[src/cts_pkg.sv]
`default_nettype none
// ----------------------------------------------------------------------------
// cts_pkg
// Shared types and constants for the contact threshold search block.
// ----------------------------------------------------------------------------
package cts_pkg;

  localparam int MAX_NODES_DEF = 8;
  localparam int COORD_W       = 25;
  localparam int THR_W         = 6;
  localparam int ABS_W         = COORD_W + 1;
  localparam int SQ_W          = 2 * ABS_W;
  localparam int MILLI_W       = 16;
  localparam int LIMIT_W       = 2 * MILLI_W;

  localparam logic [THR_W-1:0]   AUTO_FIRST = 6'd7;
  localparam logic [THR_W-1:0]   AUTO_LAST  = 6'd15;
  localparam logic [MILLI_W-1:0] MILLI      = 16'd1000;

  typedef enum logic [2:0] {
    S_IDLE,
    S_WAIT1,
    S_WAIT2,
    S_SWEEP,
    S_DRAIN,
    S_CLOSE,
    S_DECIDE
  } state_t;

  // commands from controller to datapath
  typedef struct packed {
    logic load_thr;
    logic inc_thr;
    logic clear_adj;
    logic pair_valid;
    logic init_reach;
    logic close_valid;
    logic finish;
  } cmd_t;

  // status from datapath to controller
  typedef struct packed {
    logic pipe_busy;
    logic graph_ok;
    logic auto_mode;
    logic thr_last;
  } stat_t;

endpackage

`default_nettype wire

[src/cts_ctrl.sv]
`default_nettype none
// ----------------------------------------------------------------------------
// cts_ctrl
// Sequencer for pair sweep, closure passes and threshold search.
// ----------------------------------------------------------------------------
module cts_ctrl #(
  parameter int MAX_NODES = cts_pkg::MAX_NODES_DEF,
  parameter int IDX_W     = $clog2(MAX_NODES),
  parameter int CNT_W     = $clog2(MAX_NODES + 1)
) (
  input  wire logic             clk,
  input  wire logic             rst,
  input  wire logic             start,
  input  wire logic             last_residue,
  input  wire cts_pkg::stat_t   stat,
  input  wire logic [CNT_W-1:0] count,
  output logic                  busy,
  output cts_pkg::cmd_t         cmd,
  output logic [IDX_W-1:0]      pair_a,
  output logic [IDX_W-1:0]      pair_b,
  output logic [IDX_W-1:0]      close_node
);
  import cts_pkg::*;

  state_t           state, state_next;
  logic [IDX_W-1:0] ci, ci_next, cj, cj_next;
  logic [CNT_W-1:0] pass, pass_next;
  logic             ci_end, cj_end, pass_end;

  assign ci_end   = (CNT_W'(ci) + CNT_W'(1)) == count;
  assign cj_end   = (CNT_W'(cj) + CNT_W'(1)) == count;
  assign pass_end = (pass + CNT_W'(2)) >= count;

  always_ff @(posedge clk) begin
    if (rst) begin
      state <= S_IDLE;
      ci    <= '0;
      cj    <= '0;
      pass  <= '0;
    end else begin
      state <= state_next;
      ci    <= ci_next;
      cj    <= cj_next;
      pass  <= pass_next;
    end
  end

  always_comb begin
    state_next = state;
    ci_next    = ci;
    cj_next    = cj;
    pass_next  = pass;
    cmd        = '0;
    busy       = (state != S_IDLE);
    pair_a     = ci;
    pair_b     = cj;
    close_node = ci;
    unique case (state)
      S_IDLE: begin
        if (start && last_residue) begin
          cmd.load_thr  = 1'b1;
          cmd.clear_adj = 1'b1;
          state_next    = S_WAIT1;
        end
      end
      S_WAIT1: begin
        state_next = S_WAIT2;
      end
      S_WAIT2: begin
        ci_next = '0;
        cj_next = '0;
        if (count <= CNT_W'(1)) begin
          state_next = S_DECIDE;
        end else begin
          state_next = S_SWEEP;
        end
      end
      S_SWEEP: begin
        cmd.pair_valid = 1'b1;
        if (cj_end) begin
          cj_next = '0;
          if (ci_end) begin
            ci_next    = '0;
            state_next = S_DRAIN;
          end else begin
            ci_next = ci + IDX_W'(1);
          end
        end else begin
          cj_next = cj + IDX_W'(1);
        end
      end
      S_DRAIN: begin
        if (!stat.pipe_busy) begin
          cmd.init_reach = 1'b1;
          ci_next        = '0;
          pass_next      = '0;
          state_next     = S_CLOSE;
        end
      end
      S_CLOSE: begin
        cmd.close_valid = 1'b1;
        if (ci_end) begin
          ci_next = '0;
          if (pass_end) begin
            state_next = S_DECIDE;
          end else begin
            pass_next = pass + CNT_W'(1);
          end
        end else begin
          ci_next = ci + IDX_W'(1);
        end
      end
      S_DECIDE: begin
        if (!stat.auto_mode || stat.graph_ok || stat.thr_last) begin
          cmd.finish = 1'b1;
          state_next = S_IDLE;
        end else begin
          cmd.inc_thr   = 1'b1;
          cmd.clear_adj = 1'b1;
          state_next    = S_WAIT1;
        end
      end
      default: begin
        state_next = S_IDLE;
      end
    endcase
  end

  // finishing always returns to idle
  a_finish_idle: assert property (@(posedge clk) disable iff (rst)
    cmd.finish |=> state == S_IDLE)
    else $error("finish without return to idle");

  // pairs issued only for stored nodes
  a_pair_range: assert property (@(posedge clk) disable iff (rst)
    cmd.pair_valid |-> (CNT_W'(pair_a) < count) && (CNT_W'(pair_b) < count))
    else $error("pair index beyond node count");

  // closure starts only with the distance pipeline empty
  a_close_drained: assert property (@(posedge clk) disable iff (rst)
    cmd.close_valid |-> !stat.pipe_busy)
    else $error("closure while pipeline busy");

endmodule

`default_nettype wire

[config.mk]
export PLATFORM = sky130hd
export DESIGN_NAME = cts_ctrl
export DESIGN_NICKNAME = d
export VERILOG_FILES = /design/src/cts_pkg.sv /design/src/cts_ctrl.sv
export SDC_FILE = /design/constraint.sdc
export NUM_CORES = 1
export LEC_CHECK = 0
export BUFFER_PORTS_ARGS = -buffer_cell sky130_fd_sc_hd__buf_4
export CAP_MARGIN = 20
export CORE_MARGIN = 5
export CORE_UTILIZATION = 45
export CTS_CLUSTER_SIZE = 14
export DETAILED_ROUTE_END_ITERATION = 8
export GPL_TIMING_DRIVEN = 1
export PLACE_DENSITY_LB_ADDON = 0.08
export SKIP_LAST_GASP = 1
export SLEW_MARGIN = 20
export SYNTH_ARGS = -nofsm -noshare
export SYNTH_HDL_FRONTEND = slang
export SYNTH_SLANG_ARGS = --single-unit
[constraint.sdc]
create_clock -name clk -period 1.9 [get_ports clk]
set_input_delay 0.38 -clock clk [delete_from_list [all_inputs] [get_ports clk]]
set_output_delay 0.38 -clock clk [all_outputs]
set_load 0.03 [all_outputs]
==> run_results.csv, run 1 <==
group,metric,value,unit
outcome,status,"complete, but fails checks",
outcome,violations,"negative setup slack",
place,port_buffers,28,
place,place_inst,208,
layout,final_cells,216,
detailed_routing,drt_wl_total,3.17,mm
die,die-area,0.00349,mm^2
yosys,ys.flop_type,"dfxtp_1",
timing,slew_headroom,75.7,%
timing,hold_viol,0,
layout,layout.nets,209,
layout,antennaDiodeCount,0,
job,drv_cap,0,
layout,area_growth,50.7,%
die,start_util,48.1,%
setup_path,crit_required,2.08,ns
yosys,yosys_register_bits,13,
setup_path,crit_family,"compound AO/OA/AOI/OAI gates",
setup_path,cpPeakStageDelay,0.36,ns
global_routing,grt_antenna_before_repair,0,
layout,final_area,0.00164,mm^2
setup_path,worst-path-buf-inv,1,
min_path,min_path_type,"input pin to register",
yosys,synthArstFlopShare,0,%
global_routing,use_met2,34.4,%
die,die_width,59.1,um
die,coreArea,0.00225,mm^2
clock_network,numCtsBuffers,3,
detailed_routing,ant_nets,0,
yosys,seq_area_frac_synth,24.0,%
power_and_ir_drop,power.leakage,0.000727,uW
layout,mostFrequentLayoutCells,"buf_4, nand2_1, nor2_1",
timing,worstMarginPinSlew,0.364,ns
global_routing,gr-total-overflow,0,
clock_network,clockBufferDepth,2,
die,rows,17,
yosys,synthTopCellsByArea,"dfxtp_1, ha_1, nand2_1, nor2_1, xor2_1",
detailed_routing,routedWlPerCell,14.7,um
yosys,syn_area,0.00108,mm^2
clock_network,h-tree-depth,1,
yosys,netlist_instances,138,
global_routing,grt_pass1_vias,1183,
detailed_routing,vias,1255,
power_and_ir_drop,vdd_drop_max,464,uV
detailed_routing,dr.pass1.iters,5,
place,place_ws,-0.0611,ns
timing,finClkSkew,0.00544,ns
place,gp_congestion,0.867,
global_routing,grtUsageMet3,2.83,%
timing,rsz0062_at_grt,"yes",
global_routing,grt_first_pass_wirelength,5.32,mm
global_routing,top_usage_layer,"met2",
yosys,synth_nets,158,
setup_path,timing.critical_path.cells,"ha_4 -> xor2_2 -> or3_4 -> buf_6 -> a211oi_4 -> o22ai_2 -> mux2_4",
timing,max_freq,508,MHz
clock_network,clk_latency,0.29,ns
layout,postLayoutCoreUtil,72.5,%
place,dp_hpwl,2.34,mm
layout,layout_commonest_cell,"buf_4",
power_and_ir_drop,finalPower,825,uW
timing,setup_ws,-0.0696,ns
setup_path,crit_slowest_cell,"dfxtp_4",
setup_path,arrival,2.15,ns
clock_network,cts_tree,"done",
setup_path,end_kind,"register",
die,ios,29,
yosys,synth_edf_count,0,
timing,finalSetupViolCount,4,
yosys,ys_types,43,
yosys,synth_top_area_share,24.0,%
place,place_area,0.00150,mm^2
timing,drv_slew,0,
global_routing,grt_max_degree,14,
setup_path,path_depth,7,
global_routing,use_met1,23.9,%
timing,final.min_clock_period,1.97,ns
detailed_routing,via_per_inst,5.81,
setup_path,crit_fanout,3,
timing,post-route-period-util,104,%
yosys,syn_avg_cell_area,7.86,um^2
die,fp.dieH,59.1,um
setup_path,rr_worst_depth,7,
yosys,synth_top_area_cell,"dfxtp_1",
setup_path,r2r_slack,-0.07,ns
global_routing,grt_usage,19.4,%
clock_network,clock_sinks,13,
clock_network,clock-root-buffer,"clkbuf_4",
detailed_routing,drc,0,
clock_network,path_clk_slew,0.09,ns
yosys,ys_warn_count,0,
detailed_routing,drtIter0Drc,24,
power_and_ir_drop,power_density,504,mW/mm^2
min_path,whs_path_depth,2,
setup_path,startpoint_type,"register",
setup_path,path_class,"register to register",
layout,drive_gt1_share,41.5,%
[cell usage after synthesis, types with 2 or more instances]
cell       instances
xnor2_1            3
nand2_1           12
o31a_1             2
o21a_1             2
o2111ai_1          2
nor2b_1            2
clkinv_1           2
nor2_1            12
a21o_1             2
inv_1              8
nor3_1             5
clkbuf_1           3
a211o_1            3
mux2i_1            2
ha_1               8
or3_4              2
and2_1             2
buf_4              3
a21oi_1            3
dfxtp_1           13
o211ai_1           5
nand4_1            3
o22ai_1            2
nand3_1            4
xor2_1             5
a31oi_1            2
nand2b_1           5
a22oi_1            2
o21ai_0            4
a211oi_1           2
[final timing paths]
path	endpoint	startpoint
hold / removal	pair_b[0]	rst
hold reg to reg	pass[3]	pass[3]
setup reg to reg	pass[0]	close_node[0]
setup / recovery	pass[0]	close_node[0]
[report_power, final]
group | total, uW | switching (uW) | internal [uW] | leakage [uW]
Combinational | 336 | 183 | 152 | 0.000603
Sequential | 302 | 20.3 | 282 | 0.000109
Clock | 187 | 105 | 81.7 | 0.0000150
[per-layer routing]
metal / share of wire [%] / vias up
li1: - / 607
met1: 43 / 593
met2: 50 / 53
met3: 6.3 / 2
met4: 0.79 / 0
met5: 0 / -
[kinds of logic (layout without fill, tap and decap cells)]
group                      Yosys count  after routing  share of synthesized area (%)
adders and majority gates            8              8                           9.23
xor gates and xnor gates             8              8                           6.46
AOI/OAI and AO/OA                   37             37                           25.0
buffers and inverters               17             67                           7.04
muxes                                3              3                           2.88
and+or+nand+nor                     52             52                           25.4
DFF                                 13             13                           24.0
[through the flow]
step                      hold WS, ns  setup TNS [ns]
after CTS                       0.350         -0.0624
after detailed placement        0.529          -0.236
after floorplan                 0.472         -0.0408
final                           0.360          -0.153
after global routing            0.361          -0.428
after global placement          0.518          -0.142
[state kept, by name, summed over array words and instances, names as in the netlist]
name,cells
close_node,3
pair_b,3
pass,4
state,3
[what timing repair did]
action,4_1_cts,5_1_grt
hold buffers,0,0
pin swaps,1,4
endpoints found under the setup margin,5,11
setup buffers,1,3
gates cloned,0,0
resized for setup,5,11
[worst register-to-register path: cells and delay by family, from the launching register on]
family	cells	cell delay, ns
compound gates	2	0.39
flops	1	0.36
simple gates	1	0.36
mux	1	0.30
fa+ha+maj	1	0.16
xor+xnor	1	0.15
buf+inv	1	0.14
[final cells by class]
type	count	area [um^2]
clock buffer	4	26.3
timing repair buffer	53	413
multi-input combinational	108	845
inverter	10	37.5
tap	28	35.0
sequential	13	279
fill	176	619
Note: power is estimated with default switching activity, not from simulation.
==> inputs of run 2 (changes only) <==
--- a/config.mk
+++ b/config.mk
@@ -8,7 +8,7 @@
 export BUFFER_PORTS_ARGS = -buffer_cell sky130_fd_sc_hd__buf_4
 export CAP_MARGIN = 20
 export CORE_MARGIN = 5
-export CORE_UTILIZATION = 45
+export CORE_UTILIZATION = 40
 export CTS_CLUSTER_SIZE = 14
 export DETAILED_ROUTE_END_ITERATION = 8
 export GPL_TIMING_DRIVEN = 1
==> run_results.csv, run 2 (synthesized netlist as in run 1, its figures left out) <==
group,metric,value,unit
job,drv_cap,0,
setup_path,end_kind,"register",
place,gp_congestion,0.788,
timing,final.min_clock_period,1.95,ns
layout,seqCellArea,280,um^2
setup_path,worst-path-buf-inv,0,
power_and_ir_drop,power.leakage,0.000699,uW
setup_path,crit_slowest_cell,"or3_4",
detailed_routing,ant_nets,0,
layout,multi_input_area,818,um^2
layout,layout_commonest_cell,"buf_4",
clock_network,clockBufferDepth,2,
clock_network,numCtsBuffers,3,
detailed_routing,via_per_inst,5.51,
setup_path,timing.critical_path.cells,"ha_4 -> xor2_1 -> or3_4 -> a21o_1 -> o31a_1 -> o311a_1",
detailed_routing,drt_wl_total,3.00,mm
die,start_util,42.6,%
timing,drv_slew,0,
layout,mostFrequentLayoutCells,"buf_4, nand2_1, nor2_1",
layout,antennaDiodeCount,0,
clock_network,h-tree-depth,1,
detailed_routing,dr.pass1.iters,4,
power_and_ir_drop,vdd_drop_max,427,uV
detailed_routing,drtIter0Drc,57,
setup_path,startpoint_type,"register",
detailed_routing,vias,1162,
layout,area_growth,43.8,%
die,coreArea,0.00254,mm^2
setup_path,arrival,2.13,ns
timing,finalSetupViolCount,2,
timing,worstMarginPinSlew,0.309,ns
clock_network,clock_sinks,13,
clock_network,cts_tree,"done",
setup_path,path_class,"register to register",
timing,post-route-period-util,102,%
setup_path,cpPeakStageDelay,0.37,ns
place,dp_hpwl,2.33,mm
clock_network,path_clk_slew,0.09,ns
die,rows,18,
detailed_routing,drc,0,
global_routing,grt_antenna_before_repair,0,
die,die_width,62.1,um
place,place_area,0.00147,mm^2
setup_path,crit_fanout,4,
setup_path,crit_family,"compound AO/OA/AOI/OAI gates",
global_routing,grt_first_pass_wirelength,4.98,mm
die,fp.dieH,62.1,um
clock_network,clock-root-buffer,"clkbuf_4",
die,ios,29,
layout,drive_gt1_share,39.8,%
layout,largest_reg_flops,4,
layout,final_cells,211,
timing,rsz0062_at_grt,"yes",
layout,fillers,255,
global_routing,grt_pass1_vias,1146,
power_and_ir_drop,power_density,519,mW/mm^2
layout,final_area,0.00156,mm^2
power_and_ir_drop,finalPower,809,uW
setup_path,crit_required,2.08,ns
layout,layout.nets,202,
global_routing,gr-total-overflow,0,
outcome,status,"complete, but fails checks",
min_path,min_path_type,"input pin to register",
place,port_buffers,28,
detailed_routing,routedWlPerCell,14.2,um
place,place_inst,206,
timing,slew_headroom,79.3,%
min_path,whs_path_depth,2,
layout,max_flop_register,"pass",
layout,postLayoutCoreUtil,61.3,%
setup_path,rr_worst_depth,6,
outcome,violations,"negative setup slack",
timing,setup_ws,-0.0455,ns
global_routing,grt_max_degree,14,
place,place_ws,-0.0853,ns
clock_network,clk_latency,0.29,ns
timing,finClkSkew,0.00237,ns
global_routing,grt_usage,17.7,%
clock_network,hold_buffers,0,
timing,max_freq,514,MHz
timing,hold_viol,0,
setup_path,path_depth,6,
die,die-area,0.00385,mm^2
## run 2: changes by cell type in the layout (fill, tap and decap cells not counted), sizes merged
cell	delta
buf	-7
## run 2: metal layers
| layer | vias to the layer above | part of all wire (%) | track usage (%) |
|---|---|---|---|
| met2 | 35 | 45 | 30.0 |
| met1 | 530 | 47 | 21.1 |
| met3 | 5 | 5.7 | 4.13 |
| met5 | - | 0 | 0 |
| met4 | 0 | 1.6 | 7.58 |
| li1 | 592 | - | - |
## run 2: stage by stage
| stage | TNS, ns | hold slack [ns] |
|---|---|---|
| finish | -0.0542 | 0.380 |
| global placement | -0.242 | 0.524 |
| CTS | -0.0443 | 0.365 |
| global route | -0.292 | 0.371 |
| detailed placement | -0.316 | 0.536 |
| floorplan | -0.0408 | 0.472 |
## run 2: worst reg2reg max path: cells and delay by family, from the launching register on
kind / cells / cell delay, ns
AO/OA/AOI/OAI: 3 / 0.78
XOR/XNOR: 1 / 0.16
adder cells (fa/ha/maj): 1 / 0.16
flip-flops: 1 / 0.36
AND/OR/NAND/NOR: 1 / 0.37
## run 2: cell type report
| class | count | area share (%) |
|---|---|---|
| repair buffers | 46 | 23.1 |
| inverters | 10 | 2.41 |
| well taps | 30 | 2.41 |
| multi-input cells | 108 | 52.4 |
| flip-flops and latches | 13 | 18.0 |
| clock buffers | 4 | 1.68 |
## run 2: worst paths after layout
| path | slack (ns) | from | end |
|---|---|---|---|
| worst max-delay path | -0.05 | close_node[0] | state[0] |
| worst min-delay path | 0.38 | rst | pass[2] |
| worst max register to register | -0.05 | close_node[0] | state[0] |
| worst min register to register | 0.56 | pass[3] | pass[3] |
## run 2: timing repair
item | in CTS | in global routing
gates cloned | 0 | 0
endpoints found under the setup margin | 2 | 12
setup buffers | 1 | 0
pin swaps | 0 | 5
resized for setup | 2 | 13
## run 2: where the power goes
part | switching (uW) | total (uW) | internal (uW)
clock network | 103 | 185 | 81.8
registers | 17.7 | 301 | 283
logic | 180 | 323 | 143
==> inputs of run 3 (changes only) <==
--- a/config.mk
+++ b/config.mk
@@ -7,8 +7,10 @@
 export LEC_CHECK = 0
 export BUFFER_PORTS_ARGS = -buffer_cell sky130_fd_sc_hd__buf_4
 export CAP_MARGIN = 20
+export CELL_PAD_IN_SITES_DETAIL_PLACEMENT = 0
+export CELL_PAD_IN_SITES_GLOBAL_PLACEMENT = 1
 export CORE_MARGIN = 5
-export CORE_UTILIZATION = 40
+export CORE_UTILIZATION = 34
 export CTS_CLUSTER_SIZE = 14
 export DETAILED_ROUTE_END_ITERATION = 8
 export GPL_TIMING_DRIVEN = 1
==> run_results.csv, run 3 (synthesized netlist as in run 1, its figures left out) <==
group,metric,value,unit
global_routing,gr-total-overflow,0,
die,fp.dieH,66.5,um
die,rows,20,
timing,rsz0062_at_grt,"yes",
clock_network,cts_tree,"done",
outcome,status,"complete, but fails checks",
timing,max_freq,516,MHz
timing,timing.hold.ws,0.386,ns
die,die-area,0.00442,mm^2
layout,antennaDiodeCount,0,
global_routing,grt_first_pass_wirelength,5.42,mm
clock_network,clock-root-buffer,"clkbuf_4",
global_routing,grt_antenna_before_repair,0,
timing,hold_viol,0,
setup_path,path_class,"register to register",
detailed_routing,via_per_inst,5.12,
clock_network,h-tree-depth,1,
clock_network,numCtsBuffers,3,
setup_path,crit_fanout,4,
timing,worstMarginPinSlew,0.339,ns
setup_path,worst-path-buf-inv,1,
setup_path,startpoint_type,"register",
die,ios,29,
setup_path,arrival,2.11,ns
setup_path,timing.critical_path.cells,"ha_2 -> xor2_1 -> ha_1 -> o21a_1 -> a21oi_2 -> buf_4 -> o31a_1 -> o311a_1",
die,coreArea,0.00305,mm^2
layout,layout.nets,208,
power_and_ir_drop,power.leakage,0.000718,uW
layout,final_cells,231,
timing,final.min_clock_period,1.94,ns
layout,layout_commonest_cell,"buf_4",
layout,max_flop_register,"pass",
die,start_util,35.5,%
timing,finalSetupViolCount,2,
timing,setup_ws,-0.0398,ns
place,port_buffers,28,
power_and_ir_drop,finalPower,809,uW
place,place_inst,224,
timing,post-route-period-util,102,%
clock_network,path_clk_slew,0.09,ns
global_routing,grt_pass1_vias,1196,
detailed_routing,dr.pass1.iters,4,
detailed_routing,ant_nets,0,
die,die_width,66.5,um
setup_path,end_kind,"register",
power_and_ir_drop,vdd_drop_max,316,uV
detailed_routing,drt_wl_total,3.17,mm
power_and_ir_drop,power_density,502,mW/mm^2
global_routing,grt_max_degree,14,
detailed_routing,vias,1182,
place,dp_hpwl,2.42,mm
job,drv_cap,0,
place,gp_congestion,0.870,
min_path,min_path_type,"input pin to register",
detailed_routing,routedWlPerCell,13.7,um
setup_path,crit_required,2.07,ns
setup_path,crit_slowest_cell,"dfxtp_2",
layout,drive_gt1_share,41.2,%
setup_path,cpPeakStageDelay,0.33,ns
layout,largest_reg_flops,4,
timing,slew_headroom,77.3,%
detailed_routing,drc,0,
clock_network,clk_latency,0.28,ns
clock_network,clockBufferDepth,2,
clock_network,hold_buffers,0,
outcome,violations,"negative setup slack",
timing,finClkSkew,0.00505,ns
layout,area_growth,48.6,%
timing,drv_slew,0,
layout,mostFrequentLayoutCells,"buf_4, nand2_1, nor2_1",
clock_network,clock_sinks,13,
global_routing,grt_usage,16.1,%
detailed_routing,drtIter0Drc,57,
setup_path,crit_family,"compound AO/OA/AOI/OAI gates",
run 3: area by class of cell:
| class | instances | area (um^2) |
|---|---|---|
| Clock buffer | 4 | 26.3 |
| Tap cell | 44 | 55.1 |
| Fill cell | 316 | 1440 |
| Multi-Input combinational cell | 108 | 820 |
| Timing Repair Buffer | 52 | 394 |
| Sequential cell | 13 | 279 |
| Inverter | 10 | 37.5 |
run 3: final timing paths:
path	slack (ns)	startpoint	end	depth (start not counted)
max	-0.04	pass[1]	state[0]	8
min	0.39	rst	pair_b[0]	2
max reg2reg	-0.04	pass[1]	state[0]	8
min reg2reg	0.55	pass[3]	pass[3]	2
run 3: report_power, final:
group,total [uW],internal [uW],switching [uW]
logic,327,144,183
clock network,182,81.5,100
registers,299,283,16.2
total,809,509,300
run 3: metrics by stage:
step                      area, um^2  util [%]  setup slack (ns)  TNS, ns
after floorplan                 1130         -           -0.0259  -0.0408
after CTS                       1580      51.6           -0.0415  -0.0873
after global placement          1520      49.8           -0.0363  -0.0951
after global routing            1610      52.8            -0.109   -0.511
after detailed placement        1520      49.8           -0.0502   -0.126
final                           1610      52.8           -0.0398  -0.0566
run 3: layer usage:
layer  global-route usage (%)  vias up  wire length, um
li1                         -      602                -
met4                     5.58        0               21
met1                     20.6      538             1480
met5                        0        -                0
met2                     26.9       40             1490
met3                     2.87        2              181
run 3: repair_timing:
item                       in CTS  in global routing
buffers inserted                3                  0
gates resized for setup         3                  7
pin swaps                       1                  6
setup endpoints to repair       3                 11
